===== src/design/i2cdt_pkg.sv =====
`timescale 1ns / 1ps
// ----------------------------------------------------------------------------
// i2cdt_pkg
// Shared types, codes and the identity preload for the dual target slave.
// ----------------------------------------------------------------------------
package i2cdt_pkg;

    // bus event codes
    typedef enum logic [1:0] {
        ACT_START = 2'd0,
        ACT_ADDR  = 2'd1,
        ACT_WRITE = 2'd2,
        ACT_READ  = 2'd3
    } act_t;

    // addressed target
    typedef enum logic [1:0] {
        TGT_NONE = 2'd0,
        TGT_MEM  = 2'd1,
        TGT_LED  = 2'd2,
        TGT_WAIT = 2'd3
    } tgt_t;

    typedef enum logic {
        ST_IDLE = 1'b0,
        ST_EXEC = 1'b1
    } ctrl_state_t;

    // controller to datapath
    typedef struct packed {
        logic capture;
        logic commit;
    } dp_cmd_t;

    localparam logic CFG_IDX_MEM = 1'b0;
    localparam logic CFG_IDX_LED = 1'b1;

    localparam logic [6:0] MEM_ADDR_RST = 7'h50;
    localparam logic [6:0] LED_ADDR_RST = 7'h60;
    localparam logic [7:0] BYTE_IDLE    = 8'hFF;

    localparam int LED_MAX   = 4;
    localparam int LED_PTR_W = 2;
    localparam int IN_W      = 16;
    localparam int OUT_W     = 40;

    localparam logic [7:0] IDENT_TABLE [128] = '{
        8'h00, 8'hFF, 8'hFF, 8'hFF, 8'hFF, 8'hFF, 8'hFF, 8'h00, 8'h09, 8'hD1,
        8'h01, 8'h84, 8'h3A, 8'h00, 8'h00, 8'h00, 8'h09, 8'h11, 8'h01, 8'h03,
        8'h80, 8'h00, 8'h00, 8'h78, 8'h2A, 8'h5F, 8'h9F, 8'hA9, 8'h55, 8'h50,
        8'h92, 8'h24, 8'h0D, 8'h4A, 8'h4B, 8'hA5, 8'h4A, 8'h00, 8'h61, 8'h59,
        8'hD1, 8'hC0, 8'h01, 8'h01, 8'h01, 8'h01, 8'h01, 8'h01, 8'h01, 8'h01,
        8'h01, 8'h01, 8'h01, 8'h01, 8'h02, 8'h3A, 8'h80, 8'h18, 8'h71, 8'h38,
        8'h2D, 8'h40, 8'h58, 8'h2C, 8'h45, 8'h00, 8'h00, 8'h00, 8'h00, 8'h00,
        8'h00, 8'h1E, 8'h00, 8'h00, 8'h00, 8'hFD, 8'h00, 8'h30, 8'h58, 8'h18,
        8'h51, 8'h0F, 8'h00, 8'h0A, 8'h20, 8'h20, 8'h20, 8'h20, 8'h20, 8'h20,
        8'h00, 8'h00, 8'h00, 8'hFE, 8'h00, 8'h42, 8'h65, 8'h6E, 8'h51, 8'h0A,
        8'h20, 8'h20, 8'h20, 8'h20, 8'h20, 8'h20, 8'h20, 8'h20, 8'h00, 8'h00,
        8'h00, 8'hFC, 8'h00, 8'h57, 8'h31, 8'h30, 8'h30, 8'h30, 8'h30, 8'h0A,
        8'h20, 8'h20, 8'h20, 8'h20, 8'h20, 8'h20, 8'h01, 8'h2E
    };

    // preload value of one store entry; entries past the table are zero
    function automatic logic [7:0] ident_rom(input logic [7:0] idx);
        logic [7:0] val;
        val = idx[7] ? 8'h00 : IDENT_TABLE[idx[6:0]];
        return val;
    endfunction

    // byte remainder by a fixed divisor d, m = ceil(2^16 / d) is its reciprocal;
    // exact for every byte since byte times rounding error stays below 2^16
    function automatic logic [8:0] byte_mod(input logic [7:0] v, input logic [8:0] d,
                                            input logic [16:0] m);
        logic [23:0] prod;
        logic [7:0]  quot;
        logic [16:0] back;
        prod = 24'(v) * 24'(m);
        quot = prod[23:16];
        back = 17'(quot) * 17'(d);
        return 9'(17'(v) - back);
    endfunction

endpackage


===== src/design/i2cdt_ctrl.sv =====
`timescale 1ns / 1ps
// ----------------------------------------------------------------------------
// i2cdt_ctrl
// Item sequencer: capture, execute, and output register handshake.
// ----------------------------------------------------------------------------
module i2cdt_ctrl
(
    input  logic               clk,
    input  logic               rst_n,
    input  logic               s_tvalid,
    output logic               s_tready,
    output logic               m_tvalid,
    input  logic               m_tready,
    output i2cdt_pkg::dp_cmd_t cmd
);
    import i2cdt_pkg::*;

    ctrl_state_t state_reg;
    ctrl_state_t state_next;
    logic        out_valid_reg;
    logic        out_valid_next;

    always_ff @(posedge clk or negedge rst_n)
    begin
        if (!rst_n)
        begin
            state_reg     <= ST_IDLE;
            out_valid_reg <= 1'b0;
        end
        else
        begin
            state_reg     <= state_next;
            out_valid_reg <= out_valid_next;
        end
    end

    always_comb
    begin
        state_next     = state_reg;
        s_tready       = 1'b0;
        cmd.capture    = 1'b0;
        cmd.commit     = 1'b0;
        out_valid_next = out_valid_reg && !m_tready;
        case (state_reg)
            ST_IDLE:
            begin
                s_tready = 1'b1;
                if (s_tvalid)
                begin
                    cmd.capture = 1'b1;
                    state_next  = ST_EXEC;
                end
            end
            ST_EXEC:
            begin
                // result goes out only once the output register is free
                if (!out_valid_reg || m_tready)
                begin
                    cmd.commit     = 1'b1;
                    out_valid_next = 1'b1;
                    state_next     = ST_IDLE;
                end
            end
            default:
            begin
                state_next = ST_IDLE;
            end
        endcase
    end

    assign m_tvalid = out_valid_reg;

endmodule


===== src/design/i2cdt_datapath.sv =====
`timescale 1ns / 1ps
// ----------------------------------------------------------------------------
// i2cdt_datapath
// Target state, identity store, LED file and result register.
// ----------------------------------------------------------------------------
module i2cdt_datapath
#(
    parameter int STORE_DEPTH = 128,
    parameter int LED_COUNT   = 3
)
(
    input  logic                          clk,
    input  logic                          rst_n,
    input  i2cdt_pkg::dp_cmd_t            cmd,
    input  logic [1:0]                    in_action,
    input  logic [i2cdt_pkg::IN_W-1:0]    in_data,
    input  logic                          cfg_we,
    input  logic                          cfg_addr,
    input  logic [6:0]                    cfg_wdata,
    output logic [i2cdt_pkg::OUT_W-1:0]   out_data
);
    import i2cdt_pkg::*;

    localparam int PTR_W     = $clog2(STORE_DEPTH);
    localparam int MEM_RECIP = (65536 + STORE_DEPTH - 1) / STORE_DEPTH;
    localparam int LED_RECIP = (65536 + LED_COUNT - 1) / LED_COUNT;

    logic [6:0]           mem_dev_reg;
    logic [6:0]           led_dev_reg;

    act_t                 act_reg;
    logic [7:0]           byte_reg;
    logic                 mack_reg;

    logic [PTR_W-1:0]     mem_ptr_reg;
    logic [PTR_W-1:0]     mem_ptr_next;
    logic [LED_PTR_W-1:0] led_ptr_reg;
    logic [LED_PTR_W-1:0] led_ptr_next;
    logic [7:0]           led_val_reg [LED_MAX];
    logic                 led_we;
    tgt_t                 tgt_reg;
    tgt_t                 tgt_next;
    logic                 rd_dir_reg;
    logic                 rd_dir_next;
    logic                 ptr_pend_reg;
    logic                 ptr_pend_next;
    logic                 host_own_reg;
    logic                 host_own_next;

    logic [7:0]           mem [STORE_DEPTH];
    logic [STORE_DEPTH-1:0] mem_vld_reg;
    logic [7:0]           rd_data_reg;
    logic                 rd_vld_reg;
    logic                 mem_we;
    logic [7:0]           mem_rd;

    logic                 ack;
    logic [7:0]           tx;
    logic                 sel_now;
    logic                 sel_after;
    logic [PTR_W-1:0]     mem_ptr_inc;
    logic [LED_PTR_W-1:0] led_ptr_inc;
    logic [OUT_W-1:0]     out_data_reg;

    // configuration
    always_ff @(posedge clk or negedge rst_n)
    begin
        if (!rst_n)
        begin
            mem_dev_reg <= MEM_ADDR_RST;
            led_dev_reg <= LED_ADDR_RST;
        end
        else if (cfg_we)
        begin
            case (cfg_addr)
                CFG_IDX_MEM: mem_dev_reg <= cfg_wdata;
                CFG_IDX_LED: led_dev_reg <= cfg_wdata;
                default:     mem_dev_reg <= mem_dev_reg;
            endcase
        end
    end

    // captured item
    always_ff @(posedge clk)
    begin
        if (cmd.capture)
        begin
            act_reg  <= act_t'(in_action);
            byte_reg <= in_data[7:0];
            mack_reg <= in_data[8];
        end
    end

    // identity store, read port sampled every cycle at the pointer
    always_ff @(posedge clk)
    begin
        if (mem_we)
        begin
            mem[mem_ptr_reg] <= byte_reg;
        end
        rd_data_reg <= mem[mem_ptr_reg];
    end

    // entries never written read as the preload
    always_ff @(posedge clk or negedge rst_n)
    begin
        if (!rst_n)
        begin
            mem_vld_reg <= '0;
            rd_vld_reg  <= 1'b0;
        end
        else
        begin
            if (mem_we)
            begin
                mem_vld_reg[mem_ptr_reg] <= 1'b1;
            end
            rd_vld_reg <= mem_vld_reg[mem_ptr_reg];
        end
    end

    assign mem_rd = rd_vld_reg ? rd_data_reg : ident_rom(8'(mem_ptr_reg));

    assign mem_ptr_inc = (mem_ptr_reg == PTR_W'(STORE_DEPTH - 1)) ? '0 : mem_ptr_reg + 1'b1;
    assign led_ptr_inc = (led_ptr_reg == LED_PTR_W'(LED_COUNT - 1)) ? '0
                                                                     : led_ptr_reg + 1'b1;
    assign sel_now     = (tgt_reg == TGT_MEM) || (tgt_reg == TGT_LED);

    always_comb
    begin
        tgt_next      = tgt_reg;
        rd_dir_next   = rd_dir_reg;
        ptr_pend_next = ptr_pend_reg;
        host_own_next = host_own_reg;
        mem_ptr_next  = mem_ptr_reg;
        led_ptr_next  = led_ptr_reg;
        mem_we        = 1'b0;
        led_we        = 1'b0;
        ack           = 1'b0;
        tx            = BYTE_IDLE;
        case (act_reg)
            ACT_START:
            begin
                tgt_next      = TGT_WAIT;
                ptr_pend_next = 1'b0;
            end
            ACT_ADDR:
            begin
                if (tgt_reg == TGT_WAIT)
                begin
                    rd_dir_next   = byte_reg[0];
                    ptr_pend_next = 1'b1;
                    // memory target wins when both addresses match
                    if (byte_reg[7:1] == mem_dev_reg)
                    begin
                        tgt_next = TGT_MEM;
                        ack      = 1'b1;
                    end
                    else if (byte_reg[7:1] == led_dev_reg)
                    begin
                        tgt_next = TGT_LED;
                        ack      = 1'b1;
                    end
                    else
                    begin
                        tgt_next = TGT_NONE;
                    end
                end
            end
            ACT_WRITE:
            begin
                if (sel_now && !rd_dir_reg)
                begin
                    ack           = 1'b1;
                    ptr_pend_next = 1'b0;
                    if (tgt_reg == TGT_MEM)
                    begin
                        if (ptr_pend_reg)
                        begin
                            mem_ptr_next = PTR_W'(byte_mod(byte_reg, 9'(STORE_DEPTH),
                                                           17'(MEM_RECIP)));
                        end
                        else
                        begin
                            mem_we       = cmd.commit;
                            mem_ptr_next = mem_ptr_inc;
                        end
                    end
                    else
                    begin
                        host_own_next = 1'b1;
                        if (ptr_pend_reg)
                        begin
                            led_ptr_next = LED_PTR_W'(byte_mod(byte_reg, 9'(LED_COUNT),
                                                               17'(LED_RECIP)));
                        end
                        else
                        begin
                            led_we       = cmd.commit;
                            led_ptr_next = led_ptr_inc;
                        end
                    end
                end
            end
            ACT_READ:
            begin
                if (sel_now && rd_dir_reg && mack_reg)
                begin
                    if (tgt_reg == TGT_MEM)
                    begin
                        tx            = mem_rd;
                        host_own_next = 1'b0;
                        mem_ptr_next  = mem_ptr_inc;
                    end
                    else
                    begin
                        tx           = led_val_reg[led_ptr_reg];
                        led_ptr_next = led_ptr_inc;
                    end
                end
            end
            default:
            begin
                tgt_next = tgt_reg;
            end
        endcase
    end

    assign sel_after = (tgt_next == TGT_MEM) || (tgt_next == TGT_LED);

    always_ff @(posedge clk or negedge rst_n)
    begin
        if (!rst_n)
        begin
            tgt_reg      <= TGT_NONE;
            rd_dir_reg   <= 1'b0;
            ptr_pend_reg <= 1'b0;
            host_own_reg <= 1'b0;
            mem_ptr_reg  <= '0;
            led_ptr_reg  <= '0;
            for (int i = 0; i < LED_MAX; i++)
            begin
                led_val_reg[i] <= 8'h00;
            end
        end
        else if (cmd.commit)
        begin
            tgt_reg      <= tgt_next;
            rd_dir_reg   <= rd_dir_next;
            ptr_pend_reg <= ptr_pend_next;
            host_own_reg <= host_own_next;
            mem_ptr_reg  <= mem_ptr_next;
            led_ptr_reg  <= led_ptr_next;
            if (led_we)
            begin
                led_val_reg[led_ptr_reg] <= byte_reg;
            end
        end
    end

    // result item; LED entries past LED_COUNT are never written and stay zero
    always_ff @(posedge clk)
    begin
        if (cmd.commit)
        begin
            out_data_reg <= {5'd0,
                             (led_we && led_ptr_reg == 2'd2) ? byte_reg : led_val_reg[2],
                             (led_we && led_ptr_reg == 2'd1) ? byte_reg : led_val_reg[1],
                             (led_we && led_ptr_reg == 2'd0) ? byte_reg : led_val_reg[0],
                             host_own_next, sel_after, tx, ack};
        end
    end

    assign out_data = out_data_reg;

endmodule


===== src/design/i2c_dual_target_register_slave_top.sv =====
`timescale 1ns / 1ps
// ----------------------------------------------------------------------------
// i2c_dual_target_register_slave_top
// Byte-level two-wire target with an identity memory and an LED value file.
// ----------------------------------------------------------------------------
// Each bus event item is captured in the idle state while the identity store
// is read at the current pointer (registered read port); the execute state
// then updates the target state and loads the result register. One item is
// in flight at a time; the result register lets the next item in while a
// result still waits, and an item finishing while the register is full waits
// in the execute state. Store entries never written since reset read as the
// preload through one valid bit per entry, so no clearing pass is needed.
module i2c_dual_target_register_slave_top
#(
    parameter int STORE_DEPTH = 128,
    parameter int LED_COUNT   = 3
)
(
    input  logic        clk,
    input  logic        rst_n,
    input  logic        s_tvalid,
    output logic        s_tready,
    input  logic [15:0] s_tdata,   // bus_byte[7:0], master_ack[8], zero[15:9]
    input  logic [1:0]  s_tuser,   // action[1:0]
    output logic        m_tvalid,
    input  logic        m_tready,
    output logic [39:0] m_tdata,   // drive_ack[0], transmit_byte[8:1], selected[9],
                                   // leds_host_owned[10], led_red[18:11],
                                   // led_green[26:19], led_blue[34:27], zero[39:35]
    input  logic        cfg_we,
    input  logic        cfg_addr,
    input  logic [6:0]  cfg_wdata
);
    import i2cdt_pkg::*;

    dp_cmd_t cmd;

    i2cdt_ctrl u_ctrl
    (
        .clk      (clk),
        .rst_n    (rst_n),
        .s_tvalid (s_tvalid),
        .s_tready (s_tready),
        .m_tvalid (m_tvalid),
        .m_tready (m_tready),
        .cmd      (cmd)
    );

    i2cdt_datapath
    #(
        .STORE_DEPTH (STORE_DEPTH),
        .LED_COUNT   (LED_COUNT)
    )
    u_datapath
    (
        .clk       (clk),
        .rst_n     (rst_n),
        .cmd       (cmd),
        .in_action (s_tuser),
        .in_data   (s_tdata),
        .cfg_we    (cfg_we),
        .cfg_addr  (cfg_addr),
        .cfg_wdata (cfg_wdata),
        .out_data  (m_tdata)
    );

`ifndef SYNTHESIS
    // one item at a time: no accept right after an accept
    a_one_in_flight: assert property (@(posedge clk) disable iff (!rst_n)
        s_tvalid && s_tready |=> !s_tready)
        else $error("item accepted while previous item still executing");

    // an acknowledge never comes with read data
    a_ack_no_data: assert property (@(posedge clk) disable iff (!rst_n)
        m_tvalid && m_tdata[0] |-> m_tdata[8:1] == BYTE_IDLE)
        else $error("acknowledge together with transmitted data");

    // read data only while a target stays addressed
    a_data_needs_sel: assert property (@(posedge clk) disable iff (!rst_n)
        m_tvalid && !m_tdata[9] |-> m_tdata[8:1] == BYTE_IDLE)
        else $error("transmitted data without a selected target");

    // commit only from the execute state, never in the same cycle as a capture
    a_commit_after_capture: assert property (@(posedge clk) disable iff (!rst_n)
        cmd.capture |-> !cmd.commit)
        else $error("capture and commit in the same cycle");
`endif

endmodule

===== config.mk =====
export PLATFORM = sky130hd
export DESIGN_NAME = i2c_dual_target_register_slave_top
export DESIGN_NICKNAME = d
export VERILOG_FILES = /design/src/design/i2cdt_pkg.sv /design/src/design/i2cdt_ctrl.sv /design/src/design/i2cdt_datapath.sv /design/src/design/i2c_dual_target_register_slave_top.sv
export SDC_FILE = /design/constraint.sdc
export NUM_CORES = 2
export LEC_CHECK = 0
export BUFFER_PORTS_ARGS = -buffer_cell sky130_fd_sc_hd__buf_2
export CORE_ASPECT_RATIO = 1.75
export CORE_MARGIN = 4
export CORE_UTILIZATION = 50
export DETAILED_ROUTE_END_ITERATION = 8
export PLACE_DENSITY = 0.66
export SLEW_MARGIN = 10
export SYNTH_ARGS = -nofsm -noshare
export SYNTH_HDL_FRONTEND = slang
export SYNTH_SLANG_ARGS = --single-unit

===== constraint.sdc =====
create_clock -name clk -period 20 [get_ports clk]
set_clock_uncertainty 0.1 [all_clocks]
set_input_delay 4 -clock clk [delete_from_list [all_inputs] [get_ports clk]]
set_output_delay 4 -clock clk [all_outputs]
set_load 0.01 [all_outputs]

# ---- Yosys cells after proc, flatten, opt, wreduce, memory -nomap -nowiden
# Memories as Yosys holds them, arrays and structs flattened. A register that Yosys moved wholly into a read port is not among the register bits.
# Cells that the tools add are included.
# Widths: inputs -> output; s select.
dict set report word_totals {
  in_bits 31
  output_inout_bits 42
  ramBits 1024
  elab_cells 152
  romBits 1024
  memories 2
  ff_bits 237
}
dict set report op_classes {
  n_addsub 4
  bitwise 5
  multipliers 2
  eq_ne 20
  n_lt_le_gt_ge 5
  muxes 66
  reduce_logical 27
}
# name depth word_bits read_ports rd_clocked_by_memory_dff write_ports line_no
set memory_table {}
lappend memory_table {{(no name shown)} 128 8 1 0 0 i2cdt_pkg.sv:66} ;# val = idx[7] ? 8'h00 : IDENT_TABLE[idx[6:0]];
lappend memory_table {u_datapath.mem 128 8 1 1 1 i2cdt_datapath.sv:50} ;# logic [7:0] mem [STORE_DEPTH];
# op n
set op_table {}
lappend op_table {{$or 128x128->128} 1}
lappend op_table {{$mux 8} 10}
lappend op_table {{$mux 7} 6}
lappend op_table {{$bwmux 32} 1}
lappend op_table {{$mux 1} 29}
lappend op_table {{$mul 8x14->22 const B} 1}
lappend op_table {{$mux 2} 9}
lappend op_table {{$bmux 8 s2} 1}
lappend op_table {{$demux 8 s2} 1}
lappend op_table {{$eq 7x7->1} 2}
lappend op_table {{$pmux 7 s2} 1}
lappend op_table {{$eq 2x2->1 const B} 6}
lappend op_table {{$reduce_and 6->1} 2}
lappend op_table {{$ne 2x1->1 const B} 5}
lappend op_table {{$logic_and 1x1->1} 9}
lappend op_table {{$eq 2x1->1 const B} 4}
lappend op_table {{$ge 8x8->1 const B} 1}
lappend op_table {{$lt 7x8->1 const B} 1}
lappend op_table {{$not 7->8} 1}
lappend op_table {{$pmux 2 s2} 2}
lappend op_table {{$reduce_and 2->1} 4}
lappend op_table {{$add 7x1->7 const B} 1}
lappend op_table {{$bmux 1 s7} 1}
lappend op_table {{$demux 1 s7} 1}
lappend op_table {{other kinds (20)} 29}

# ---- Longest topological paths before layout
dict set report logic_depth {
  depth_word 10
  mapped_depth 24
  ltp_nobuf 24
}

# ---- Hierarchy
# From an unflattened synthesis, not the netlist that was laid out.
dict set report unflattened {
  cells_unflattened 3320
  area_unflattened_um2 52594.2
}
# module n_inst cells_each seq_area_each_um2 area_each_um2
set modules_own_cells {}
lappend modules_own_cells {i2cdt_datapath 1 3312 37025.5 52500.4}
lappend modules_own_cells {i2cdt_ctrl 1 8 50.0 93.8}

# ---- Least setup slack after synthesis
# Ideal clock, no wire load.
dict set report synth_timing {
  path_kind {input-to-reg}
  start {input port m_tready}
  end {memory u_datapath.mem[0][0], enable pin}
  setup_slack_ns 13.374
  setup_time_ns 0.370
  path_stages 9
  path_buffers 1
  t_arrival_ns 6.156
  cell_sequence {nand2b_1 > nand2_1 > inv_2 > nand2_1 > or3_1 > nor2_1 > nand2_1 > clkbuf_1 > nor2_1}
}
# item line_no
set synth_rtl {}
lappend synth_rtl {{start, declared} i2c_dual_target_register_slave_top.sv:26} ;# input logic m_tready,
lappend synth_rtl {{end, declared} i2cdt_datapath.sv:50}

==> results <==
- The leading register cell type out of synthesis is edfxtp_1.
- The CTS tree is built.
- The count of flip-flops with a built-in enable after synthesis is 1070.
- Of all flip-flops after synthesis, the portion carrying an async set or reset was 15.1%.
- The core footprint is 106000 um2.
- The clock-pin transition on the worst setup and hold timing paths is 0.06 ns.
- Entering global routing, the biggest net connects 97 pins.
- The peak clock frequency supported by timing is 131 MHz.
- The post-synthesis cell area is 53500 um2.
- By area the synthesized netlist is led by edfxtp_1, dfrtp_1, mux2_2.
- Detailed routing inserted a total of 32400 vias.
- The total power after layout is 6.93 mW.
- OpenSTA, run right after detailed placement, puts the worst setup slack at 11.72 ns.
- After synthesis, the netlist uses 98 different library cells.
- The area growth from synthesis to layout is 8.47%.
- The main combinational cell family by area after synthesis is compound AO/OA/AOI/OAI gates.
- The root buffer cell is clkbuf_16.
- The worst setup path is captured at a register.
- In this run the number of H-tree levels came out at 3.
- At the end of the flow, the number of nets in the layout was 3492.
- Of the post-synthesis cell area, the part taken by muxes is 8.90%.
- The critical path start-end classification is in2reg.
- The synthesized-area fraction occupied by adder cells is 1.82%.
- Fill cells in the final layout number 8320.
- The number of sinks on the clock net is 1269.
- The run finished with clean final reports.
- The cell taking the most area after synthesis is edfxtp_1.
- The areal power density over the cells is 119 nW/um2.
- The number of setup buffers added after CTS is 0.
- After legalization and detailed placement, the total HPWL measured 97.9 mm.
- 73 I/O pins were placed.
- Counting every instance in the synthesized netlist gives 3409.
- Of the cells placed in the final design, the portion with a size suffix greater than 1 is 17.3%.
- At the later pin of the worst-skew pair, clock insertion delay measures 0.74 ns.
- The mean instance size in the synthesized netlist is 15.7 um2.
- The sequential cell area fraction in the yosys report is 69.3%.
- The synthesized netlist devotes 4.10% of its cell area to simple gates.
- STA puts the critical path data arrival time at 7.90 ns.
- The classification of the worst-slack hold path is reg2reg.
- Dividing the final minimum period by the clock period gives 38.3%.
- The final worst slack is 12.34 ns.
- Clock tree synthesis inserted a total of 105 buffers.
- For the worst setup path, the data required time is 20.24 ns.
- Counting stages on the worst path, the most repeated cell is nand2_1.
- Max-cap violations in this run came to 0.
- The transition time at the pin with the least slew margin is 1.22 ns.
- Global routing used 28.3% of the available tracks.
- Along the worst path, the maximum fanout reaches 41.
- The post-cts hold buffer count is 0.
- The number of DRC markers after the initial detailed-route iteration is 3811.
- The synthesized netlist devotes 11.9% of its cell area to compound gates.
- The initial core utilization is 50.4%.
- Measured against its own limit, the worst slew margin works out to 18.8%.
- The count of port buffers added during placement is 60.
- The worst path in the final design needs a cycle of 7.66 ns, including I/O delays and setup.
- The count of unresolved DRC violations after routing is 0.
- Setup violations remaining at the end of the flow were counted as 0.
- The number of antenna violations at the first check in global routing is 9.
- The slowest stage of the critical path is the nor2_1 cell.
- The post-route worst hold slack is 0.375 ns.
- Setup repair after global routing left no endpoint under its margin.
- The leakage power is 19.6 nW.
- The synthesized design contains 1269 register bits.
- The number of pins exceeding their max-slew limit in the final report is 0.
- The worst setup path is launched from an input pin.
- The register with the most flip-flops in the layout has 1024 of them.
- The area share of the largest cell type after synthesis is 60.1%.
- Using the TritonRoute via totals, the vias-per-cell ratio works out to 6.70.
- At the end of routability-driven placement, the weighted congestion stood at 0.959.
- The setup TNS is 0 ns.
- The first global-routing pass estimated 229 mm of wire.
- The first TritonRoute pass finished after 9 iterations.
- The worst supply voltage drop on vdd is 0.119 mV.
- The die width is 255 um.
- Measured along the y axis, the die boundary spans 441 um.
- No sink is reached through more buffers than the 3 on the longest clock path.
- The synthesized-area fraction occupied by xor and xnor cells is 0.442%.
- The count of yosys warnings during synthesis is 0.
- The overall die area is 112000 um2.
- In the final routed layout, each cell accounts on average for 33.1 um.
- Once layout is complete, the utilization of the core stands at 54.6%.
- After global routing the overflow that remains totals 0.
- The hold violation total from the final report is 0.
- The routed design has 161 mm of wire.
- Traced cell by cell, the critical path runs through buf_2 > nand2b_1 > nand2_1 > inv_2 > nand2_1 > or3_1 > nor2_1 > nand2_1 > nor2_1.
- For this run, the slowest stage of the critical path takes 0.87 ns.
- The via count of the first global-routing pass is 32100.
- The count of nets left with antenna violations once routing finished came out at 0.
- The number of placement rows is 158.
- In this run, post-CTS repair resized a total of 0 instances.
## placed cells by master (no fill, tap or decap), drive strengths merged, types with 27 or more instances in the layout
cell type	instances
o21ai	102
buf	140
clkinv	38
o21bai	129
mux2	168
nor2	242
dfrtp	187
a21oi	132
ha	54
o22ai	30
clkbuf	137
a221o	32
o221ai	27
mux2i	118
nand3	30
edfxtp	1070
a22oi	69
nand2	134
inv	62
a221oi	167
mux4	73
## cell usage after synthesis, types with 14 or more instances
cell,number
edfxtp_1,1070
nor2_1,236
dfrtp_1,187
a221oi_1,159
mux2_2,158
nand2_1,133
a21oi_1,131
o21bai_1,129
mux2i_1,118
buf_2,92
o21ai_0,92
clkbuf_1,80
a22oi_1,69
mux4_2,68
ha_1,54
inv_1,54
buf_4,41
a221o_1,32
nand3_1,30
o22ai_1,30
o221ai_1,26
a31oi_1,23
nor3_1,21
buf_1,20
a22o_1,19
buf_6,19
a211oi_1,17
nor2b_1,16
xnor2_1,16
fa_1,15
o211ai_1,14
## power by group
part           switching, mW  internal [mW]  leakage (nW)  total, mW
Sequential            0.0784           3.03          12.3       3.11
Clock                  0.953           1.14          1.68       2.09
Combinational           1.16          0.567          5.63       1.72
Total                   2.19           4.74          19.6       6.93
## kinds of logic after synthesis
| kind of cell | count (synthesis) |
|---|---|
| DFF | 1269 |
| AOI/OAI and AO/OA | 857 |
| and+or+nand+nor | 498 |
| muxes | 359 |
| buffers and inverters | 329 |
| adders and majority gates | 69 |
| xor gates and xnor gates | 27 |
| other | 1 |
## routing by layer
layer / share of wire, % / wire, um / global-route usage [%]
met4: 7.2 / 11500 / 17.6
met5: 0.0050 / 8 / 0
met3: 8.4 / 13500 / 4.40
met2: 50 / 80400 / 47.9
met1: 34 / 55100 / 34.0
## critical path: cells and delay by family
| family | cells | cell delay (ns) |
|---|---|---|
| simple gates | 7 | 3.10 |
| buf+inv | 2 | 0.74 |
## final cells by class
| class | count | area (um2) | share of cell area (%) |
|---|---|---|---|
| sequential | 1269 | 37100 | 63.9 |
| multi-input combinational | 1815 | 14600 | 25.1 |
| clock buffer | 136 | 2850 | 4.91 |
| tap | 1360 | 1700 | 2.93 |
| timing repair buffer | 141 | 942 | 1.62 |
| clock inverter | 59 | 614 | 1.06 |
| inverter | 60 | 228 | 0.393 |
| antenna | 5 | 12.5 | 0.0216 |
## worst paths after layout
check,endpoint,slack [ns],cells past startpoint,startpoint
worst max-delay path,u_datapath.mem[48][2],12.34,9,m_tready
worst min-delay path,u_datapath.mem_vld_reg[85],0.38,1,u_datapath.mem_vld_reg[85]
worst max register to register,u_datapath.led_ptr_reg[1],13.83,23,u_datapath.byte_reg[3]
worst min register to register,u_datapath.mem_vld_reg[85],0.38,1,u_datapath.mem_vld_reg[85]
max in group asynchronous,u_datapath.mem_vld_reg[35],14.41,3,rst_n
min in group asynchronous,u_datapath.mem_dev_reg[1],3.13,1,rst_n
## through the flow
step / cell area [um2] / instances
2_1_floorplan: 53500 / 3413
3_3_place_gp: 54500 / 4645
3_5_place_dp: 54500 / 4645
4_1_cts: 58000 / 4840
5_1_grt: 58000 / 4842
6_report: 58000 / 4845
Note: power is estimated with default switching activity, not from simulation.
